===== config.mk =====
export PLATFORM = sky130hd
export DESIGN_NAME = srtf_process_scheduler_top
export DESIGN_NICKNAME = d
export VERILOG_FILES = /design/src/rtl/srtf_pkg.sv /design/src/rtl/srtf_mem.sv /design/src/rtl/srtf_process_scheduler_top.sv
export SDC_FILE = /design/constraint.sdc
export NUM_CORES = 2
export LEC_CHECK = 0
export BUFFER_PORTS_ARGS = -buffer_cell sky130_fd_sc_hd__buf_2
export CELL_PAD_IN_SITES_DETAIL_PLACEMENT = 1
export CELL_PAD_IN_SITES_GLOBAL_PLACEMENT = 1
export CORE_MARGIN = 2
export CORE_UTILIZATION = 30
export DETAILED_ROUTE_END_ITERATION = 12
export GPL_ROUTABILITY_DRIVEN = 0
export PLACE_DENSITY_LB_ADDON = 0.12
export SETUP_SLACK_MARGIN = 0.4
export SYNTH_ARGS = -nofsm -noshare
export SYNTH_HDL_FRONTEND = slang
export SYNTH_SLANG_ARGS = --single-unit

===== constraint.sdc =====
create_clock -name clk -period 18.1 [get_ports clk]
set_input_delay 5.43 -clock clk [delete_from_list [all_inputs] [get_ports clk]]
set_output_delay 5.43 -clock clk [all_outputs]
set_load 0.05 [all_outputs]

===== src/rtl/srtf_pkg.sv =====
// Shared types and constants for the SRTF process scheduler.
// No dependencies; imported by the scheduler top level.
package srtf_pkg;

	localparam int TIME_W  = 24;
	localparam int BURST_W = 16;
	localparam int PID_W   = 5;

	localparam logic [TIME_W-1:0] TIME_MAX = {TIME_W{1'b1}};

	// Command codes
	localparam logic CMD_LOAD = 1'b0;
	localparam logic CMD_TICK = 1'b1;

	// One process table entry as held in the table memory
	typedef struct packed {
		logic [TIME_W-1:0]  arrival;
		logic [BURST_W-1:0] burst;
		logic [BURST_W-1:0] remaining;
	} proc_entry_t;

	localparam int ENTRY_W = $bits(proc_entry_t);

	// One result transaction
	typedef struct packed {
		logic              load_error;
		logic              ran;
		logic [PID_W-1:0]  proc_id;
		logic              finished;
		logic [TIME_W-1:0] done_time;
		logic [TIME_W-1:0] turnaround_time;
		logic [TIME_W-1:0] wait_time;
		logic [TIME_W-1:0] time_now;
		logic              all_done;
	} result_t;

	// Sequencer states
	typedef enum logic [1:0] {
		ST_IDLE,
		ST_SCAN,
		ST_COMMIT,
		ST_EMIT
	} state_t;

endpackage


===== src/rtl/srtf_mem.sv =====
// Process table memory: one write port, one read port, registered read data.
// No dependencies.
module srtf_mem #(
	parameter int DEPTH = 16,
	parameter int WIDTH = 56
) (
	input  logic                     clk,
	input  logic                     we,
	input  logic [$clog2(DEPTH)-1:0] waddr,
	input  logic [WIDTH-1:0]         wdata,
	input  logic                     re,
	input  logic [$clog2(DEPTH)-1:0] raddr,
	output logic [WIDTH-1:0]         rdata
);

	logic [WIDTH-1:0] mem_q [DEPTH];

	// Write port
	always_ff @(posedge clk) begin
		if (we) begin
			mem_q[waddr] <= wdata;
		end
	end

	// Read port, registered read data
	always_ff @(posedge clk) begin
		if (re) begin
			rdata <= mem_q[raddr];
		end
	end

endmodule


===== src/rtl/srtf_process_scheduler_top.sv =====
// Top level of the SRTF process scheduler: sequencer, scan logic and result register.
// Depends on srtf_pkg and srtf_mem.
//
// Usage: input transactions carry cmd, arrival and burst on an in_valid/in_ready
// channel. A load (cmd 0) stores a process in the next free slot of the table
// memory; a zero burst or a full table is refused with load_error. A tick (cmd 1)
// reads every loaded slot from the table memory, one per cycle, keeps the arrived,
// unfinished process with the least remaining time (ties: earlier arrival, then
// lower slot), writes back its decremented remaining time and advances time.
// Every input transaction yields exactly one result transaction on the
// out_valid/out_ready channel.
// Steps: a load goes from acceptance straight to the result stage; a tick scans
// the loaded slots through the single read port of the table memory, then takes
// the registered read data, the write-back and the result stage. One item is
// worked on at a time; in_ready is high only when the sequencer is idle, so a new
// item is accepted only once the last one has gone to the result register. The
// result register holds a result while the receiver stalls; the next item may be
// accepted meanwhile, and its result waits until the register frees. Reset clears
// counts, time, finished marks and the result channel; table contents are not
// cleared since only loaded slots are read.
module srtf_process_scheduler_top #(
	parameter int MAX_PROCESSES = 16
) (
	input  logic                   clk,
	input  logic                   arst_n,
	input  logic                   in_valid,
	output logic                   in_ready,
	input  logic                   cmd,
	input  logic [23:0]            arrival,
	input  logic [15:0]            burst,
	output logic                   out_valid,
	input  logic                   out_ready,
	output logic                   load_error,
	output logic                   ran,
	output logic [4:0]             proc_id,
	output logic                   finished,
	output logic [23:0]            done_time,
	output logic [23:0]            turnaround_time,
	output logic [23:0]            wait_time,
	output logic [23:0]            time_now,
	output logic                   all_done
);

	import srtf_pkg::*;

	localparam int IDX_W = (MAX_PROCESSES > 1) ? $clog2(MAX_PROCESSES) : 1;
	localparam int CNT_W = $clog2(MAX_PROCESSES + 1);
	localparam int PW    = CNT_W + PID_W;
	localparam logic [CNT_W-1:0] MAX_CNT = CNT_W'(MAX_PROCESSES);

	state_t state_q, state_d;

	logic [CNT_W-1:0]         loaded_q, finished_q;
	logic [TIME_W-1:0]        time_q;
	logic [MAX_PROCESSES-1:0] fin_marks_q;

	// Scan bookkeeping
	logic [CNT_W-1:0] issue_q;
	logic             rd_vld_s1;
	logic [IDX_W-1:0] rd_idx_s1;
	logic             found_q;
	logic [IDX_W-1:0] best_idx_q;
	proc_entry_t      best_q;

	result_t res_q, out_q;
	result_t res_load, res_tick, res_out;

	// Memory ports
	logic             mem_we, mem_re;
	logic [IDX_W-1:0] mem_waddr;
	proc_entry_t      mem_wdata, mem_rdata;

	logic              accept, load_ok, eligible, better;
	logic [TIME_W-1:0] time_next, turn, burst_ext;
	logic [PW-1:0]     pid_load, pid_run;

	srtf_mem #(
		.DEPTH (MAX_PROCESSES),
		.WIDTH (ENTRY_W)
	) u_mem (
		.clk   (clk),
		.we    (mem_we),
		.waddr (mem_waddr),
		.wdata (mem_wdata),
		.re    (mem_re),
		.raddr (issue_q[IDX_W-1:0]),
		.rdata (mem_rdata)
	);

	// Decode
	assign accept    = in_valid && in_ready;
	assign load_ok   = (burst != '0) && (loaded_q < MAX_CNT);
	assign time_next = (time_q == TIME_MAX) ? time_q : time_q + 1'b1;
	assign pid_load  = PW'(loaded_q) + 1'b1;
	assign pid_run   = PW'(best_idx_q) + 1'b1;
	assign turn      = time_next - best_q.arrival;
	assign burst_ext = TIME_W'(best_q.burst);

	// Candidate compare on returned read data
	assign eligible = rd_vld_s1 && !fin_marks_q[rd_idx_s1] && (mem_rdata.arrival <= time_q);
	assign better   = !found_q
		|| (mem_rdata.remaining < best_q.remaining)
		|| ((mem_rdata.remaining == best_q.remaining)
			&& (mem_rdata.arrival < best_q.arrival));

	// Result contents for a load, for a tick, and as presented on the ports
	always_comb begin
		res_load            = '0;
		res_load.load_error = !load_ok;
		res_load.proc_id    = load_ok ? pid_load[PID_W-1:0] : '0;
		res_load.time_now   = time_q;
		res_tick            = '0;
		res_tick.time_now   = time_next;
		if (found_q) begin
			res_tick.ran     = 1'b1;
			res_tick.proc_id = pid_run[PID_W-1:0];
			if (best_q.remaining == BURST_W'(1)) begin
				res_tick.finished        = 1'b1;
				res_tick.done_time       = time_next;
				res_tick.turnaround_time = turn;
				res_tick.wait_time       = (turn >= burst_ext) ? turn - burst_ext : '0;
			end
		end
		res_out          = res_q;
		res_out.all_done = (loaded_q != '0) && (finished_q == loaded_q);
	end

	// Next state
	always_comb begin
		state_d = state_q;
		case (state_q)
			ST_IDLE: begin
				if (accept) begin
					state_d = (cmd == CMD_LOAD) ? ST_EMIT : ST_SCAN;
				end
			end
			ST_SCAN: begin
				if (!mem_re && !rd_vld_s1) begin
					state_d = ST_COMMIT;
				end
			end
			ST_COMMIT: state_d = ST_EMIT;
			ST_EMIT: begin
				if (!out_valid || out_ready) begin
					state_d = ST_IDLE;
				end
			end
			default: state_d = ST_IDLE;
		endcase
	end

	// Control outputs
	always_comb begin
		in_ready  = 1'b0;
		mem_re    = 1'b0;
		mem_we    = 1'b0;
		mem_waddr = best_idx_q;
		mem_wdata = best_q;
		case (state_q)
			ST_IDLE: begin
				in_ready  = 1'b1;
				mem_we    = in_valid && (cmd == CMD_LOAD) && load_ok;
				mem_waddr = loaded_q[IDX_W-1:0];
				mem_wdata = '{arrival: arrival, burst: burst, remaining: burst};
			end
			ST_SCAN: begin
				mem_re = issue_q < loaded_q;
			end
			ST_COMMIT: begin
				mem_we              = found_q;
				mem_wdata.remaining = best_q.remaining - 1'b1;
			end
			ST_EMIT: begin
			end
			default: begin
			end
		endcase
	end

	// Sequencer state and architectural counters
	always_ff @(posedge clk or negedge arst_n) begin
		if (!arst_n) begin
			state_q     <= ST_IDLE;
			loaded_q    <= '0;
			finished_q  <= '0;
			time_q      <= '0;
			fin_marks_q <= '0;
			rd_vld_s1   <= 1'b0;
			found_q     <= 1'b0;
			out_valid   <= 1'b0;
		end else begin
			state_q   <= state_d;
			rd_vld_s1 <= mem_re;
			// Result register fills on emit when free, empties when taken
			if (state_q == ST_EMIT && (!out_valid || out_ready)) begin
				out_valid <= 1'b1;
			end else if (out_valid && out_ready) begin
				out_valid <= 1'b0;
			end
			case (state_q)
				ST_IDLE: begin
					found_q <= 1'b0;
					if (accept && cmd == CMD_LOAD && load_ok) begin
						loaded_q                              <= loaded_q + 1'b1;
						fin_marks_q[loaded_q[IDX_W-1:0]] <= 1'b0;
					end
				end
				ST_SCAN: begin
					if (eligible && better) begin
						found_q <= 1'b1;
					end
				end
				ST_COMMIT: begin
					time_q <= time_next;
					if (found_q && best_q.remaining == BURST_W'(1)) begin
						fin_marks_q[best_idx_q] <= 1'b1;
						finished_q              <= finished_q + 1'b1;
					end
				end
				ST_EMIT: begin
				end
				default: begin
				end
			endcase
		end
	end

	// Scan datapath and result assembly
	always_ff @(posedge clk) begin
		rd_idx_s1 <= issue_q[IDX_W-1:0];
		case (state_q)
			ST_IDLE: begin
				issue_q <= '0;
				res_q   <= (accept && cmd == CMD_LOAD) ? res_load : '0;
			end
			ST_SCAN: begin
				if (mem_re) begin
					issue_q <= issue_q + 1'b1;
				end
				if (eligible && better) begin
					best_q     <= mem_rdata;
					best_idx_q <= rd_idx_s1;
				end
			end
			ST_COMMIT: begin
				res_q <= res_tick;
			end
			ST_EMIT: begin
				if (!out_valid || out_ready) begin
					out_q <= res_out;
				end
			end
			default: begin
			end
		endcase
	end

	// Result ports
	assign load_error      = out_q.load_error;
	assign ran             = out_q.ran;
	assign proc_id         = out_q.proc_id;
	assign finished        = out_q.finished;
	assign done_time       = out_q.done_time;
	assign turnaround_time = out_q.turnaround_time;
	assign wait_time       = out_q.wait_time;
	assign time_now        = out_q.time_now;
	assign all_done        = out_q.all_done;

endmodule


# Yosys cells after proc, flatten, opt, wreduce, memory -nomap -nowiden

Memory sizes are Yosys's and may differ from the RTL's. A register that Yosys moved wholly into a read port is not among the register bits.
Index checks and enable logic that the tools add are counted.

Add/sub/neg operators: 9
Multipliers: 0
Div/mod/pow operators: 0
Magnitude comparators: 11
Equality and inequality tests: 14
Shift-type cells: 0
Multiplexer cells: 35
Bitwise logic cells: 4
Reductions and logical operators: 40

Operator list:

| operator              | count |
|---|---|
| $pmux 105 s2          | 1 |
| $mux 105              | 1 |
| $mux 79               | 1 |
| $mux 73               | 1 |
| $pmux 16 s2           | 2 |
| $mux 24               | 2 |
| $mux 40               | 1 |
| $mux 16               | 2 |
| $add 24x1->24 const B | 1 |
| $eq 24x24->1 const B  | 1 |
| $ge 24x16->1          | 1 |
| $le 24x24->1          | 1 |
| $lt 24x24->1          | 1 |
| $sub 24x16->24        | 1 |
| $sub 24x24->24        | 1 |
| $add 5x1->5 const B   | 4 |
| $logic_and 1x1->1     | 17 |
| $and 16x16->16        | 1 |
| $eq 16x1->1 const B   | 1 |
| $eq 16x16->1          | 1 |
| $lt 16x16->1          | 1 |
| $not 16->16           | 1 |
| $or 16x16->16         | 1 |
| $reduce_bool 16->1    | 1 |
| other kinds (28)      | 67 |

Register bits: 333
Bits in latches: 0
RAM bits: 896
ROM bits: 0
Bits of input ports: 45
Output and inout port bits: 107
Word-level logic and storage cells: 145
Memories: 1

Memories:

| memory      | depth | width | rd ports | clocked after Yosys merged registers in | write ports | RTL line       | source |
|---|---|---|---|---|---|---|---|
| u_mem.mem_q | 16    | 56    | 1        | 1                                       | 1           | srtf_mem.sv:16 | `logic [WIDTH-1:0] mem_q [DEPTH];` |

# Depth between registers and ports, before layout

Depth in word-level cells: 8
Depth in mapped cells: 27
Depth with buffers taken out: 24

# Hierarchy

From an unflattened synthesis, not the netlist that was laid out.

Cell total of the unflattened synthesis: 2927
Area total of the unflattened synthesis: 52669.3 um^2

By module, submodules not included:

| module                     | times used | cells each | area each (um^2) | seq. area each (um^2) |
|---|---|---|---|---|
| srtf_mem                   | 1          | 1445       | 35238.8          | 28587.4 |
| srtf_process_scheduler_top | 1          | 1482       | 17430.5          | 9684.3 |

# Worst setup path before layout

Ideal clock, no wire load.

Kind: input to register
Start point: in burst[12]
End point: mem u_mem.mem_q[12][0] (enable)
Library setup time: 0.470 ns
Data arrival time: 8.528 ns
Required time: 17.630 ns
Slack: 9.102 ns
Stages on the path: 6
Buffers on the path: 0
Cells stage by stage: nor4_1 > a41oi_1 > nand3_1 > nand2_1 > o21ai_0 > nor2_1

Longest elaborated chain between the ends: 6

RTL lines:

| what                         | RTL line                          | source |
|---|---|---|
| from (decl)                  | srtf_process_scheduler_top.sv:30  | `input logic [15:0] burst,` |
| $reduce_bool 16->1           | srtf_process_scheduler_top.sv:92  | `assign load_ok = (burst != '0) && (loaded_q < MAX_CNT);` |
| $logic_and 1x1->1            | srtf_process_scheduler_top.sv:92  |  |
| $logic_and 1x1->1            | srtf_process_scheduler_top.sv:162 | `mem_we = in_valid && (cmd == CMD_LOAD) && load_ok;` |
| $pmux 1 s2                   | srtf_process_scheduler_top.sv:159 | `case (state_q)` |
| $mux 1                       | srtf_mem.sv:20                    | `if (we) begin` |
| $mux 1 (not written as such) | srtf_mem.sv:21                    | `mem_q[waddr] <= wdata;` |
| to (decl)                    | srtf_mem.sv:16                    |  |

Every way passes these cells.

# Final worst setup path

Start point: in burst[5]
End point: mem u_mem.mem_q[15][41] (enable)

Same word-level chain as after synthesis.

==> results.cfg <==
[sta]
drv_slew = 0
finalSetupViolations = 0
fin_ws_ps = 9750
timing.slew.headroom_pct = 17.8
min_period_over_period_pct = 46.1
finalHoldViolations = 0
period_minus_slack_ps = 8350
skew_ps = 49.2
fmax_mhz = 120
rsz0062_at_grt = no
tightest_slew_ps = 1230
fin_setup_tns_ps = 0

[die]
start_util_pct = 30.2
die-area_sq_mm = 0.178
rows = 153
die_width_um = 422
core_sq_mm = 0.174
dieHeight_um = 422
ios = 152

[routing]
finalWirelength_um = 152000
vias = 27100
vias_per_cell = 4.91
antenna_left = 0
drt_iter0_drc = 1818
wl_per_cell_um = 27.5
drc = 0
first_pass_iters = 5

[clock_network]
clkTransAtPathRegs_ps = 60
clock-sinks = 1285
clock_path_buffers = 3
cts-resized-gates = 0
clock_latency_ps = 810
htree_levels = 4
post_cts_buffers = 0
hold_buffers = 0
cts_made_buffers = 147
root_buffer = clkbuf_16
cts_tree = done

[grt]
overflow = 0
antenna_found_initial = 8
grt_usage_pct = 17.1
grt_pass1_wl_um = 220000
grt_pass1_vias = 30000
grt_max_degree = 92

[synthesis]
netlist_area_sq_mm = 0.0524
synth_flop_cell = edfxtp_1
synth_edf_count = 1226
syn_inst = 2799
synth_seq_cells = 1285
ys_warn_count = 0
ys_seq_area_share_pct = 73.1
syn-num-nets = 2969
avgSynthCellArea_sq_um = 18.7
yosysUniqueCellTypes = 75
async_flop_share_pct = 4.28

[pwr]
p_leak_nw = 20.2
peakVddDrop_uv = 91.6
power_density_mw_per_mm2 = 167

[worst_setup_path]
cp-end-kind = flip-flop
slowest_delay_ps = 960
cp.arrival_ps = 8760
required_ps = 18510
cp_max_fo = 29
critPathTopFamily = simple AND/OR/NAND/NOR gates
crit_buf_inv = 3
crit_type = in2reg
cp-start-kind = primary input
slowest_stage = nor2_4
path_cells = buf_2, nor4_1, a41oi_1, buf_4, nand3_1, nand2_1, nand2_1, nor2_4, buf_4

[final_layout]
fin_nets = 3241
drive_gt1_share_pct = 24.2
area_growth_pct = 16.9
final_cell_count_no_fill = 5514

[placement]
dpl.cell_count = 5246
hpwl_um = 97800
preCtsSetupSlack_ps = 8820
port_buffers = 151

[run]
drv_cap = 0

[outcome]
status = finished, final reports clean

[min_path]
hp-class = reg2reg
metal layers:
layer | wire, um | vias to the layer above | track usage (%)
li1 | - | 11700 | -
met1 | 65400 | 14600 | 22.0
met2 | 76900 | 507 | 29.6
met3 | 5170 | 201 | 2.62
met4 | 4330 | 0 | 5.56
met5 | 0 | - | 0
final timing paths:
| path | depth (start not counted) | startpoint | endpoint | slack [ps] |
|---|---|---|---|---|
| worst min-delay path | 0 | res_out[77]$_SDFFCE_PN0N_ | done_time[4]$_DFFE_PP_ | 400 |
| min in group asynchronous | 2 | arst_n | time_q[3]$_DFFE_PN0P_ | 4830 |
| worst min register to register | 0 | res_out[77]$_SDFFCE_PN0N_ | done_time[4]$_DFFE_PP_ | 400 |
| worst max register to register | 23 | time_q[0]$_DFFE_PN0P_ | res_out[46]$_SDFFCE_PN0N_ | 10180 |
| max in group asynchronous | 2 | arst_n | loaded_q[3]$_DFFE_PN0P_ | 12620 |
| worst max-delay path | 9 | burst[5] | u_mem.mem_q[15][41]$_DFFE_PP_ | 9750 |
cell type report:
type                    count  area (sq um)
diodes                      2          5.00
clock buffers             178          3800
clock inverters            87           986
fillers                 17300        112000
inverters                 106           400
multi-input cells        1290         13400
flip-flops and latches   1285         38300
well taps                2325          2910
repair buffers            241          1440
synth_stat cells (all sizes together), types with 3 or more instances:
cell type     n  area [sq um]
a211oi        7          57.6
a21boi        4          30.0
a21o         21           158
a21oi        79           399
a22o         12           105
a311oi        3          26.3
a31oi         7          43.8
and2         48           303
and3         16           100
buf          30           129
clkbuf       88           330
dfrtp        55          1380
dfxtp         4          80.1
edfxtp     1226         36800
ha          123          1540
inv         105           394
mux2i         7          70.1
mux4        285          6420
nand2       128           480
nand2b       16           100
nand3        35           180
nand4        25           156
nor2        105           394
nor2b        19           119
nor3         26           135
nor4         13          87.6
o2111ai       4          41.3
o211ai        8          60.1
o21a         10          75.1
o21ai       107           536
o21bai        5          37.5
o221ai       11          96.3
o22ai         4          25.0
o31ai         3          22.5
o41ai         3          45.1
or2           5          31.3
or3           4          30.0
or4           6          52.6
xnor2        96           841
xor2         13           114
state kept, by name, indices dropped and copies added (netlist names), 2 cells and up:
signal,flops
issue_q,5
res_out,104
time_q,24
best_q,56
u_mem.rdata,56
loaded_q,5
wait_time,24
fin_marks_q,16
time_now,24
done_time,24
rd_idx_s1,4
state_q,2
turnaround_time,24
best_idx_q,4
u_mem.mem_q,896
proc_id,5
finished_q,5
cell usage in the layout (no fill, tap or decap), drive strengths merged, types with 4 or more instances in the layout:
cell type / count
clkinvlp: 7
or3: 4
o221ai: 11
nor3: 26
nand4: 25
a31oi: 7
buf: 241
bufinv: 12
xor2: 13
xnor2: 96
inv: 110
o21bai: 5
clkbuf: 178
nand2: 128
dfrtp: 55
nor2: 105
nand3: 35
clkinv: 64
or2: 5
mux4: 285
a211oi: 7
dfxtp: 4
nand2b: 16
mux2i: 7
ha: 123
or4: 6
nor4: 13
edfxtp: 1226
o22ai: 4
a21boi: 4
a22o: 12
nor2b: 19
o21ai: 107
a21o: 21
o21a: 10
and3: 16
a21oi: 79
o211ai: 8
and2: 48
o2111ai: 4
kinds of logic after synthesis:
| group | count (synthesis) | synth area share, % |
|---|---|---|
| AOI/OAI and AO/OA | 308 | 3.71 |
| xor gates and xnor gates | 109 | 1.82 |
| adders and majority gates | 125 | 3.02 |
| buffers and inverters | 224 | 1.64 |
| DFF | 1285 | 73.1 |
| muxes | 293 | 12.4 |
| and+or+nand+nor | 455 | 4.29 |
worst register-to-register path: cells and delay by family, from the launching register on:
kind	cells	cell delay, ps
AOI/OAI and AO/OA	8	2050
xor gates and xnor gates	2	730
adders and majority gates	3	1080
DFF	1	510
and+or+nand+nor	9	2970
buffers and inverters	1	310
power breakdown:
group / leakage (nW) / internal (mW) / switching [mW]
sequential: 12.0 / 4.07 / 0.162
combinational: 5.96 / 1.05 / 2.02
clock: 2.29 / 1.69 / 1.25
total: 20.2 / 6.81 / 3.44
through the flow:
step	hold slack [ps]	utilization (%)	power [mW]	cell area, sq um
after floorplan	372	-	6.24	52400
after global placement	400	32.5	7.41	56400
after detailed placement	406	32.5	7.47	56400
after CTS	405	35.2	10.5	61200
after global routing	422	35.3	10.7	61200
final	403	35.3	10.2	61200
(Power assumes the default switching activity.)
